<file path="src/rtl/cnwq_pkg.sv">
package cnwq_pkg;

	localparam int QUEUE_DEPTH_DEF = 64;

	localparam int CFG_INDEX_W = 1;
	localparam int CFG_DATA_W  = 8;

	// register indexes
	localparam logic [CFG_INDEX_W-1:0] REG_ENABLE_HIGH   = 1'b0;
	localparam logic [CFG_INDEX_W-1:0] REG_NIBBLE_PERIOD = 1'b1;

	// item kinds
	localparam logic KIND_PUSH = 1'b0;
	localparam logic KIND_TICK = 1'b1;

	localparam logic [7:0] ESCAPE_BYTE           = 8'd27;
	localparam logic [7:0] ENABLE_HIGH_RESET     = 8'd2;
	localparam logic [7:0] NIBBLE_PERIOD_RESET   = 8'd40;
	localparam int         QUEUED_W              = 6;

	// controller to datapath
	typedef struct packed {
		logic step;   // apply accepted item
		logic take;   // read next queued byte
		logic check;  // act on byte just read
	} cmd_t;

	// datapath to controller
	typedef struct packed {
		logic take_needed;
		logic queue_empty;
		logic is_escape;
	} status_t;

endpackage

</file>
<file path="src/rtl/cnwq_ctrl.sv">
module cnwq_ctrl (
	input  logic              clk,
	input  logic              arst_n,
	input  logic              in_valid,
	output logic              in_stall,
	output logic              out_valid,
	input  logic              out_stall,
	input  cnwq_pkg::status_t status,
	output cnwq_pkg::cmd_t    cmd
);

	localparam logic [1:0] ST_IDLE  = 2'd0;
	localparam logic [1:0] ST_TAKE  = 2'd1;
	localparam logic [1:0] ST_CHECK = 2'd2;
	localparam logic [1:0] ST_OUT   = 2'd3;

	logic [1:0] state_q;
	logic [1:0] state_d;

	assign in_stall  = (state_q != ST_IDLE);
	assign out_valid = (state_q == ST_OUT);

	always_comb begin
		cmd.step  = 1'b0;
		cmd.take  = 1'b0;
		cmd.check = 1'b0;
		state_d   = state_q;
		case (state_q)
			ST_IDLE: begin
				if (in_valid) begin
					cmd.step = 1'b1;
					state_d  = status.take_needed ? ST_TAKE : ST_OUT;
				end
			end
			ST_TAKE: begin
				if (status.queue_empty) begin
					state_d = ST_OUT;
				end else begin
					cmd.take = 1'b1;
					state_d  = ST_CHECK;
				end
			end
			ST_CHECK: begin
				cmd.check = 1'b1;
				// escape bytes are skipped, keep fetching
				state_d   = status.is_escape ? ST_TAKE : ST_OUT;
			end
			ST_OUT: begin
				if (!out_stall) begin
					state_d = ST_IDLE;
				end
			end
			default: begin
				state_d = ST_IDLE;
			end
		endcase
	end

	always_ff @(posedge clk or negedge arst_n) begin
		if (!arst_n) begin
			state_q <= ST_IDLE;
		end else begin
			state_q <= state_d;
		end
	end

endmodule

</file>
<file path="src/rtl/cnwq_datapath.sv">
module cnwq_datapath #(
	parameter int QUEUE_DEPTH = cnwq_pkg::QUEUE_DEPTH_DEF
) (
	input  logic                                clk,
	input  logic                                arst_n,
	input  logic                                cfg_write_en,
	input  logic [cnwq_pkg::CFG_INDEX_W-1:0]    cfg_index,
	input  logic [cnwq_pkg::CFG_DATA_W-1:0]     cfg_data,
	input  logic                                kind,
	input  logic [7:0]                          byte_value,
	input  cnwq_pkg::cmd_t                      cmd,
	output cnwq_pkg::status_t                   status,
	output logic [3:0]                          data_nibble,
	output logic                                register_select,
	output logic                                enable_strobe,
	output logic                                transfer_busy,
	output logic                                push_accepted,
	output logic [cnwq_pkg::QUEUED_W-1:0]       queued_bytes
);

	localparam int PTR_W = $clog2(QUEUE_DEPTH);
	localparam int EXT_W = (PTR_W > cnwq_pkg::QUEUED_W) ? PTR_W : cnwq_pkg::QUEUED_W;
	localparam logic [PTR_W-1:0] LAST_POS = PTR_W'(QUEUE_DEPTH - 1);

	logic [7:0]       queue_mem [QUEUE_DEPTH];
	logic [7:0]       rdata_q;
	logic [PTR_W-1:0] wr_q;
	logic [PTR_W-1:0] rd_q;
	logic [PTR_W-1:0] count_q;
	logic             cmd_pend_q;
	logic             low_pend_q;
	logic [7:0]       in_flight_q;
	logic             pulse_q;
	logic [7:0]       tick_q;
	logic [3:0]       nibble_q;
	logic             rs_q;
	logic             en_q;
	logic             accepted_q;
	logic [7:0]       enable_high_q;
	logic [7:0]       period_q;

	logic             full;
	logic             push_ok;
	logic             mem_we;
	logic [7:0]       tick_inc;
	logic             period_end;
	logic [EXT_W-1:0] count_ext;

	assign full       = (count_q == LAST_POS);
	assign push_ok    = (kind == cnwq_pkg::KIND_PUSH) && !full;
	assign mem_we     = cmd.step && push_ok;
	assign tick_inc   = tick_q + 8'd1;
	assign period_end = (tick_inc == period_q);

	assign status.take_needed = (push_ok && !pulse_q)
		|| ((kind == cnwq_pkg::KIND_TICK) && pulse_q && period_end && !low_pend_q);
	assign status.queue_empty = (count_q == '0);
	assign status.is_escape   = (rdata_q == cnwq_pkg::ESCAPE_BYTE);

	assign count_ext       = EXT_W'(count_q);
	assign queued_bytes    = count_ext[cnwq_pkg::QUEUED_W-1:0];
	assign data_nibble     = nibble_q;
	assign register_select = rs_q;
	assign enable_strobe   = en_q;
	assign transfer_busy   = pulse_q;
	assign push_accepted   = accepted_q;

	// byte queue, written on accepted pushes, read one byte per fetch
	always_ff @(posedge clk) begin
		if (mem_we) begin
			queue_mem[wr_q] <= byte_value;
		end
		if (cmd.take) begin
			rdata_q <= queue_mem[rd_q];
		end
	end

	always_ff @(posedge clk or negedge arst_n) begin
		if (!arst_n) begin
			enable_high_q <= cnwq_pkg::ENABLE_HIGH_RESET;
			period_q      <= cnwq_pkg::NIBBLE_PERIOD_RESET;
		end else if (cfg_write_en) begin
			case (cfg_index)
				cnwq_pkg::REG_ENABLE_HIGH:   enable_high_q <= cfg_data;
				cnwq_pkg::REG_NIBBLE_PERIOD: period_q      <= cfg_data;
				default: begin
				end
			endcase
		end
	end

	always_ff @(posedge clk or negedge arst_n) begin
		if (!arst_n) begin
			wr_q        <= '0;
			rd_q        <= '0;
			count_q     <= '0;
			cmd_pend_q  <= 1'b0;
			low_pend_q  <= 1'b0;
			in_flight_q <= '0;
			pulse_q     <= 1'b0;
			tick_q      <= '0;
			nibble_q    <= '0;
			rs_q        <= 1'b1;
			en_q        <= 1'b0;
			accepted_q  <= 1'b0;
		end else if (cmd.step) begin
			accepted_q <= mem_we;
			if (mem_we) begin
				wr_q    <= (wr_q == LAST_POS) ? '0 : wr_q + PTR_W'(1);
				count_q <= count_q + PTR_W'(1);
			end
			if ((kind == cnwq_pkg::KIND_TICK) && pulse_q) begin
				if (period_end && low_pend_q) begin
					// second nibble of the byte in flight
					low_pend_q <= 1'b0;
					cmd_pend_q <= 1'b0;
					en_q       <= 1'b1;
					tick_q     <= '0;
					nibble_q   <= in_flight_q[3:0];
				end else begin
					tick_q <= tick_inc;
					if (period_end) begin
						en_q    <= 1'b0;
						pulse_q <= 1'b0;
					end else if (tick_inc == enable_high_q) begin
						en_q <= 1'b0;
					end
				end
			end
		end else if (cmd.take) begin
			rd_q    <= (rd_q == LAST_POS) ? '0 : rd_q + PTR_W'(1);
			count_q <= count_q - PTR_W'(1);
		end else if (cmd.check) begin
			if (rdata_q == cnwq_pkg::ESCAPE_BYTE) begin
				cmd_pend_q <= 1'b1;
			end else begin
				rs_q        <= !cmd_pend_q;
				in_flight_q <= rdata_q;
				low_pend_q  <= 1'b1;
				nibble_q    <= rdata_q[7:4];
				en_q        <= 1'b1;
				pulse_q     <= 1'b1;
				tick_q      <= '0;
			end
		end
	end

endmodule

</file>
<file path="src/rtl/char_lcd_nibble_write_queue_top.sv">
// result: shown in the cycle after acceptance when no queued byte is fetched;
// each byte read from the queue adds a queue read step, then a decode step, skipped
// escape bytes count as reads, and a fetch that finds the queue empty adds a read step
// one item in the block at a time, the next is accepted only after the result leaves
// reset: asynchronous, queue empty, register select high, enable low, registers
// at 2 and 40 ticks; queue contents are not cleared and need no sweep
module char_lcd_nibble_write_queue_top #(
	parameter int QUEUE_DEPTH = cnwq_pkg::QUEUE_DEPTH_DEF
) (
	input  logic                             clk,
	input  logic                             arst_n,
	// configuration writes
	input  logic                             cfg_write_en,
	input  logic [cnwq_pkg::CFG_INDEX_W-1:0] cfg_index,
	input  logic [cnwq_pkg::CFG_DATA_W-1:0]  cfg_data,
	// input item
	input  logic                             in_valid,
	output logic                             in_stall,
	input  logic                             kind,
	input  logic [7:0]                       byte_value,
	// result item
	output logic                             out_valid,
	input  logic                             out_stall,
	output logic [3:0]                       data_nibble,
	output logic                             register_select,
	output logic                             enable_strobe,
	output logic                             transfer_busy,
	output logic                             push_accepted,
	output logic [cnwq_pkg::QUEUED_W-1:0]    queued_bytes
);

	// command and status between the sequencer and the datapath
	cnwq_pkg::cmd_t    cmd;
	cnwq_pkg::status_t status;

	// sequencer: accept item, fetch queued bytes while escapes are skipped, show result
	cnwq_ctrl u_ctrl (
		.clk       (clk),
		.arst_n    (arst_n),
		.in_valid  (in_valid),
		.in_stall  (in_stall),
		.out_valid (out_valid),
		.out_stall (out_stall),
		.status    (status),
		.cmd       (cmd)
	);

	// datapath: ring queue memory, nibble timer, line levels, config registers
	// outputs come straight from registers and hold while the result is stalled
	cnwq_datapath #(
		.QUEUE_DEPTH (QUEUE_DEPTH)
	) u_datapath (
		.clk             (clk),
		.arst_n          (arst_n),
		.cfg_write_en    (cfg_write_en),
		.cfg_index       (cfg_index),
		.cfg_data        (cfg_data),
		.kind            (kind),
		.byte_value      (byte_value),
		.cmd             (cmd),
		.status          (status),
		.data_nibble     (data_nibble),
		.register_select (register_select),
		.enable_strobe   (enable_strobe),
		.transfer_busy   (transfer_busy),
		.push_accepted   (push_accepted),
		.queued_bytes    (queued_bytes)
	);

endmodule

</file>
<file path="config.mk">
export PLATFORM = sky130hd
export DESIGN_NAME = char_lcd_nibble_write_queue_top
export DESIGN_NICKNAME = d
export VERILOG_FILES = /design/src/rtl/cnwq_pkg.sv /design/src/rtl/cnwq_ctrl.sv /design/src/rtl/cnwq_datapath.sv /design/src/rtl/char_lcd_nibble_write_queue_top.sv
export SDC_FILE = /design/constraint.sdc
export NUM_CORES = 1
export LEC_CHECK = 0
export BUFFER_PORTS_ARGS = -buffer_cell sky130_fd_sc_hd__buf_2
export CAP_MARGIN = 20
export CORE_UTILIZATION = 40
export CTS_CLUSTER_DIAMETER = 30
export CTS_CLUSTER_SIZE = 28
export DETAILED_ROUTE_END_ITERATION = 12
export GPL_ROUTABILITY_DRIVEN = 0
export HOLD_SLACK_MARGIN = 0.12
export PLACE_DENSITY = 0.59
export SKIP_LAST_GASP = 1
export SYNTH_ARGS = -nofsm -noshare
export SYNTH_HDL_FRONTEND = slang
export SYNTH_SLANG_ARGS = --single-unit
</file>
<file path="constraint.sdc">
create_clock -name clk -period 4.9 [get_ports clk]
set_clock_uncertainty 0.1 [all_clocks]
set_input_delay 0.98 -clock clk [delete_from_list [all_inputs] [get_ports clk]]
set_output_delay 0.98 -clock clk [all_outputs]
set_load 0.02 [all_outputs]
</file>
# Word level (Yosys, flattened, before mapping)
# Memory sizes are Yosys's and may differ from the RTL's. A register that Yosys moved wholly into a read port is not among the register bits.
# Index checks and enable logic that the tools add are counted.
# word_totals
ff_bits	58
inputBits	23
n_memories	1
ramBits	512
# memory_table
name	depth	word_bits	rd	rd_clocked_by_memory_dff	wr	line	source
u_datapath.queue_mem	64	8	1	1	1	cnwq_datapath.sv:25	logic [7:0] queue_mem [QUEUE_DEPTH];
# classes
n_addsub	5
bitwise	5
mux	49
n_eq_ne	19
n_reduce_logical	30
# op_table
operator	count
8-bit 2-to-1 mux	6
6-bit 2-to-1 mux	5
1-bit 2-to-1 mux	27
4-bit 2-to-1 mux	6
6-bit by 1-bit adder with 6-bit output, second input constant	3
6-bit equality test, second input constant	3
8-bit equality test	2
5-bit AND reduction	3
2-bit inequality test, second input constant	7
2-bit AND reduction	6
8-bit by 1-bit adder with 8-bit output, second input constant	1
8-bit by 5-bit equality test with 1-bit output, second input constant	1
2-bit 2-to-1 mux	4
2-bit one-hot mux with 4 select lines	1
4-bit AND reduction	2
2-bit nonzero test	4
1-bit logical AND	7
6-bit logical NOT	1
6-bit AND reduction	1
6-bit by 1-bit subtractor with 6-bit output, second input constant	1
1-bit NOT	5
2-bit equality test, second input constant	2
1-bit logical NOT	4
2-bit by 1-bit inequality test with 1-bit output, second input constant	2
other kinds (4)	4

# Depth between registers and ports, before layout
# Gate-level depths: netlist of run 1.
# logic_depth
depth_word	8
depth_mapped	11
depth_no_buf	9

# Hierarchy
# Synthesis of run 1 repeated with hierarchy kept, for this count alone.
# hier_totals
cells_unflattened	1168
area_unflattened_um2	23263.6
# modules_own_cells
module	instances	cells_per_inst	seq_area_each_um2	area_per_inst_um2
cnwq_datapath	1	1151	17021.3	23122.2
cnwq_ctrl	1	17	50.0	141.4

# Worst setup path after synthesis of run 1
# No wires, ideal clock.
# synth_path
kind	input port to flip-flop
start	input in_valid
end	memory u_datapath.queue_mem[59][0], enable pin
slack_ns	1.722
setup_time_ns	0.370
n_path_buf	0
t_arrival_ns	2.707
stages	6
required_ns	4.430
path_cell_list	nor3b_2 inv_1 or3_1 nor2_1 nand3_1 nor2_1
# synth_between
elab_chain_len	5
# synth_rtl
element	line	source
start, declared	char_lcd_nibble_write_queue_top.sv:17	input logic in_valid,
1-bit 2-to-1 mux	cnwq_ctrl.sv:30	if (in_valid) begin
1-bit 2-to-1 mux	cnwq_ctrl.sv:28	case (state_q)
1-bit logical AND	cnwq_datapath.sv:51	assign mem_we = cmd.step && push_ok;
1-bit 2-to-1 mux	cnwq_datapath.sv:70	if (mem_we) begin
1-bit 2-to-1 mux (implied by the code)	cnwq_datapath.sv:71	queue_mem[wr_q] <= byte_value;
end, declared	cnwq_datapath.sv:25	
# Every way passes these cells.

# Worst setup path after layout of run 1
# layout_path
start	register u_ctrl.state_q[0]
end	memory u_datapath.queue_mem[58][1], enable pin
# layout_between
elab_chain_len	5
# layout_rtl
element	line	source
start, declared	cnwq_ctrl.sv:17	logic [1:0] state_q;
start signal, assigned	cnwq_ctrl.sv:63	state_q <= state_d;
2-bit logical NOT	cnwq_ctrl.sv:28	
1-bit 2-to-1 mux	cnwq_ctrl.sv:28	
1-bit logical AND	cnwq_datapath.sv:51	
1-bit 2-to-1 mux	cnwq_datapath.sv:70	
1-bit 2-to-1 mux (implied by the code)	cnwq_datapath.sv:71	
# Every way passes these cells.

==> results of run 1 <==
## cell type report
cell class                      count  area [um^2]  share of cell area, %
Sequential cell                   578        17100                   60.2
Timing Repair Buffer               75          523                   1.84
Inverter                           10         37.5                  0.132
Tap cell                          756          946                   3.34
Multi-Input combinational cell    505         5780                   20.4
Clock inverter                     87         1190                   4.19
Clock buffer                      118         2800                   9.89
## power by group
part,switching [W],total (W),internal [W]
sequential,0.000444,0.00605,0.00561
clock,0.00266,0.00792,0.00527
combinational,0.00174,0.00351,0.00178
total,0.00484,0.0175,0.0127
## logic make-up after synthesis
group           count (synthesis)  share of synthesized area, %
flops                         578                          73.7
simple gates                  206                          4.25
mux                           180                          16.5
compound gates                 83                          2.64
buf+inv                        74                          1.37
xor+xnor                       28                          1.06
fa+ha+maj                       8                         0.464
## layer usage
| metal | track usage, % | share of wire (%) | vias to the layer above |
|---|---|---|---|
| li1 | - | - | 5037 |
| met4 | 5.51 | 2.0 | 0 |
| met2 | 27.7 | 46 | 471 |
| met5 | 0 | 0 | - |
| met1 | 26.6 | 45 | 6170 |
| met3 | 4.50 | 7.1 | 78 |
## per-stage QoR
| step | setup WS [ns] | std cells |
|---|---|---|
| after floorplan | 1.72 | 1157 |
| after global placement | 0.672 | 1923 |
| after detailed placement | 0.569 | 1923 |
| after CTS | 1.19 | 2129 |
| after global routing | 0.907 | 2129 |
| final | 1.11 | 2129 |
## sequential cells by signal, indices dropped and copies added (netlist names)
signal and flops:
u_datapath.enable_strobe 1, u_ctrl.state_q 2, u_datapath.cmd_pend_q 1, u_datapath.in_flight_q 4, u_datapath.wr_q 6, u_datapath.period_q 8, u_datapath.data_nibble 4, u_datapath.rdata_q 8
u_datapath.enable_high_q 8, u_datapath.low_pend_q 1, u_datapath.register_select 1, u_datapath.rd_q 6, u_datapath.transfer_busy 1, u_datapath.push_accepted 1, u_datapath.tick_q 8, u_datapath.queued_bytes 6
u_datapath.queue_mem 512
## final timing paths
check | from | end | cells after the start
worst min-delay path | u_datapath.cmd_pend_q | u_datapath.register_select | 1
worst min register to register | u_datapath.cmd_pend_q | u_datapath.register_select | 1
min in group asynchronous | arst_n | u_datapath.queued_bytes[2] | 2
worst max-delay path | u_ctrl.state_q[0] | u_datapath.queue_mem[58][1] | 6
worst max register to register | u_ctrl.state_q[0] | u_datapath.queue_mem[58][1] | 6
max in group asynchronous | arst_n | u_datapath.rd_q[0] | 3
## cells in the final DEF (no fill, tap or decap), types with 6 or more instances in the layout
master      netlist  routed
edfxtp_1        520     520
mux4_2          160     160
clkbuf_16         0     111
nor2_1           88      88
dfrtp_1          54      51
nand2_1          50      50
buf_4             2      39
buf_2            14      32
mux2_2           20      20
bufinv_16         0      20
xnor2_1          19      19
a22oi_1          16      16
inv_6             0      15
o21ai_0          14      14
clkinv_2          0      14
clkinvlp_4        0      14
a21oi_1          13      13
inv_1            10      10
nand3_1           9       9
xor2_1            9       9
nand4_1           8       8
and3_1            7       7
ha_1              7       7
clkbuf_1         30       7
nor3_1            6       6
a21o_1            6       6
clkinv_1          0       6
clkinv_8          0       6
==> run metrics, run 1 <==
post-route minimum period 3.79 ns; ys flop type edfxtp_1; diodes inserted 0; Post-Synthesis Cell Area 23,200 um^2; CP Launch Type register; WL/cell 24.9 um; Yosys warnings 0; sequential area share after synthesis 73.7%; port buffer count 38; EDFF count, synth 520; Clock Root Buffer clkbuf_16; final core occ 49.9%; Crit-path slowest cell nor2_1; synth top area cells edfxtp_1 (67%), mux4_2 (16%), dfrtp_1 (5.8%); period utilization 77.4%; Mean Syn Cell Area 20.0 um^2; worst path required time 5.07 ns; post-cts sizing count 0; Rel. slew slack 34.0%; Max VDD drop 0.385 mV; Clock Latency Late Sink 0.65 ns; Gate Count Post-Synth 1,157; setup violators final 0; Yosys top cell area share 67.4%; Starting Density 40.8%; Routed Antenna Nets 0; Async S/R FF share, synth 10.0%; Worst Hold Class reg2reg; placed cell area 24,400 um^2; TritonCTS clock tree built; reg2reg setup slack 1.11 ns; Fillers 4,561; Die Wd 243 um; delay of the slowest critical-path stage 0.84 ns; CTS Hold Bufs 1; type of the worst setup path reg2reg; number of buffers created by CTS 109; via count 11,756; first-pass GRT wire length 80,000 um; Area Overhead vs Synth 22.4%; Worst Setup End Kind register; die area 58,900 um^2; max-slew violation count 0; GRT Resource Usage Total 18.4%; global route total overflow 0; Clock Tree Buf Depth 3; post-route cell area 28,400 um^2; Tot Pwr 0.0175 W; I/O Pins 39; drt pass-1 iters 5; # clock sinks 578; Yosys reg bits 578; final net count 1,310; crit-path most repeated cell nor2_1; H-tree levels 3; layout cells sized above 1 34.2%; unrepaired setup endpoints after global routing false; CP top delay family simple AND/OR/NAND/NOR gates; Leakage 9.44 nW; WP data arrival 3.96 ns; Cell Rows 87; WL final 53,000 um; Fmax 264 MHz; 1st-iter DRT viols 940; largest net degree at the start of global routing 65; vias in the first global route 12,120; DP Wirelength 31,700 um; hold slack 0.333 ns; crit-path cells nor3b_2, inv_1, or3_1, nor2_1, nand3b_1, nor2_1; Worst Max-Slew Pin Slew 0.991 ns; synth cell count leaders edfxtp_1 (520), mux4_2 (160), nor2_1 (88), dfrtp_1 (54), nand2_1 (50); cell with the most instances after synthesis edfxtp_1; core area 56,800 um^2; final hold vios 0; synth unique cells 66; Worst-path clk slew 0.04 ns; syn nets 1,188; post-synth top area cell edfxtp_1; via/cell ratio 5.52; Post-CTS Setup Repair Bufs 0; PwrDens 617 nW/um^2; WP buf/inv 1; post-route setup TNS 0 ns; DRC viols 0; die height 243 um; initial antenna violation count 0; Max-cap violations 0; crit-path max FO 8; run status completed
(Power assumes the default switching activity.)
==> run 2, diff against run 1 <==
Settings changed: ABC_AREA set to 1, PLACE_DENSITY 0.59 to 0.61.
Clock period 4.9 ns to 3.1 ns, I/O delays scaled along.
==> run 2 against run 1 <==
Effect of this change:
- register-to-register slack worse by 0.71 ns
- via count is 40% higher
- critical path type unchanged
- largest power group unchanged
- highest routed layer unchanged
- die area is 2.1% higher
- wire length is 22% higher
- sequential share of layout area is 2.7 points lower
==> run metrics, run 2 <==
reg2reg start u_ctrl.state_q[1]; crit-path max FO 10; most common cell after layout, fill and taps aside edfxtp_1; DRC viols 0; Yosys warnings 0; Largest Register u_datapath.queue_mem; cell with the most instances after synthesis edfxtp_1; Max-cap violations 0; Clock Tree Buf Depth 3; run status completed; number of buffers created by CTS 113; placed cell area 25,400 um^2; TritonCTS clock tree built; Yosys reg bits 578; via/cell ratio 5.55; port buffer count 38; Yosys top cell area share 66.0%; switch share 31.9%; largest net degree at the start of global routing 81; met2 Use GR 34.1%; Post-CTS Setup Repair Bufs 0; post-cts sizing count 0; synth unique cells 42; final hold vios 0; Worst Setup End Kind register; Area Overhead vs Synth 25.4%; setup violators final 0; WL final 64,500 um; vias in the first global route 16,341; layout cells sized above 1 18.1%; Worst Hold Class in2reg; Hold Path Origin cfg_data[1]; Max VDD drop 0.650 mV; post-synth top area cell edfxtp_1; GRT Resource Usage Total 21.5%; area of the multi-input gates 5890 um^2; Async S/R FF share, synth 10.0%; PwrDens 996 nW/um^2; Fmax 371 MHz; final net count 2,134; Leakage 10.5 nW; synth cell count leaders edfxtp_1 (520), nor2_1 (356), o21ai_0 (289), nand2_1 (185), nand3_1 (91); synth top area cells edfxtp_1 (66%), o21ai_0 (6.1%), dfrtp_1 (5.7%); Starting Density 40.8%; die area 60,100 um^2; Fillers 4,854; die height 245 um; unrepaired setup endpoints after global routing false; type of the worst setup path reg2reg; diodes inserted 0; Rel. slew slack 35.6%; GRT busiest layer met2; sequential area share after synthesis 72.1%; Worst Max-Slew Pin Slew 0.966 ns; WP data arrival 2.94 ns; max-slew violation count 0; R2R depth 10; worst path required time 3.34 ns; Pint 0.0201 W; EDFF count, synth 520; Tot Pwr 0.0295 W; global route total overflow 0; ys flop type edfxtp_1; DP Wirelength 39,400 um; Mean Syn Cell Area 12.2 um^2; Hold EP u_datapath.enable_high_q[1]; syn nets 1,969; Routed Antenna Nets 0; post-route minimum period 2.70 ns; met1 Usage GRT 28.9%; commonest cells after routing, fill and taps aside edfxtp_1 (520), nor2_1 (355), o21ai_0 (289); FF/Latch Area 17,100 um^2; post-route cell area 29,700 um^2; # clock sinks 578; Clk pwr share 44.7%; post-route setup TNS 0 ns; I/O Pins 39; sequential share of power 31.4%; Die Wd 245 um; 1st-iter DRT viols 1,892; core area 58,000 um^2; max reg flops 512; via count 16,458; first-pass GRT wire length 97,100 um; Hold Crit Depth 3; period utilization 87.0%; Gate Count Post-Synth 1,938; Clock Latency Late Sink 0.65 ns; reg2reg setup slack 0.40 ns; Comb power frac 23.8%; CP Launch Type register; initial antenna violation count 0; Clock Root Buffer clkbuf_16; Psw 0.00943 W; WL/cell 21.7 um; final core occ 51.1%; Worst-path clk slew 0.04 ns; Cell Rows 88; met3 Track Usage GR 4.75%; H-tree levels 3; Post-Synthesis Cell Area 23,700 um^2; drt pass-1 iters 5; RR Endpoint u_datapath.queue_mem[12][5]
## run 2: stage by stage
step / std cells / hold WS [ns] / setup WS [ns]
after floorplan: 1938 / 0.224 / 0.571
after global placement: 2750 / 0.310 / 0.344
after detailed placement: 2750 / 0.322 / 0.253
after CTS: 2966 / 0.124 / 0.438
after global routing: 2966 / 0.152 / 0.299
final: 2966 / 0.152 / 0.403
## run 2: worst max-delay path: stages (launching register included)
cell     delay, ns
dfrtp_1       0.42
nor2_2        0.17
inv_2         0.09
nor2_8        0.17
inv_2         0.08
nor2_4        0.30
inv_2         0.17
nor2_4        0.17
nand2_2       0.32
nor2_1        0.23
buf_4         0.19
## run 2: layer usage
layer  vias up  wire, um
li1       7438         -
met1      8102     27000
met2       782     30300
met3       136      5200
met4         0      1940
met5         -         0
## run 2: how the worst max path moves through the flow
stage	from	to	slack [ns]	cells past startpoint
floorplan	in_valid	u_datapath.queue_mem[7][0]	0.57	8
finish	u_ctrl.state_q[1]	u_datapath.queue_mem[12][5]	0.40	10
CTS	u_ctrl.state_q[1]	u_datapath.queue_mem[12][1]	0.44	10
global route	u_ctrl.state_q[1]	u_datapath.queue_mem[50][7]	0.30	10
detailed placement	in_valid	u_datapath.queue_mem[12][2]	0.25	10
global placement	in_valid	u_datapath.queue_mem[34][4]	0.34	10
## run 2: logic make-up (layout without fill, tap and decap cells)
group	count (synthesis)	after routing	share of synthesized area (%)
AND/OR/NAND/NOR	696	696	12.5
AO/OA/AOI/OAI	464	464	11.2
XOR/XNOR	16	16	0.592
flip-flops	578	578	72.1
adder cells (fa/ha/maj)	8	8	0.455
multiplexers	1	1	0.0476
buffers and inverters	175	438	2.98
## run 2: timing repair
| item | in CTS | in global routing |
|---|---|---|
| hold buffers | 3 | 0 |
| endpoints found under the setup margin | 0 | 0 |
| endpoints found under the hold margin | 24 | 0 |
## run 2: final cells by class
type,count,area share [%]
Clock buffer,131,10.1
Clock inverter,82,4.04
Inverter,68,0.877
Multi-Input combinational cell,1185,19.8
Sequential cell,578,57.6
Tap cell,765,3.23
Timing Repair Buffer,157,4.35
## run 2: power by group through the flow
stage               Combinational [W]  Clock, W  Sequential [W]
floorplan                     0.00437         0         0.00930
global placement              0.00686         0         0.00940
detailed placement            0.00690         0         0.00942
CTS                           0.00695    0.0134         0.00929
global route                  0.00766    0.0137         0.00933
finish                        0.00704    0.0132         0.00929
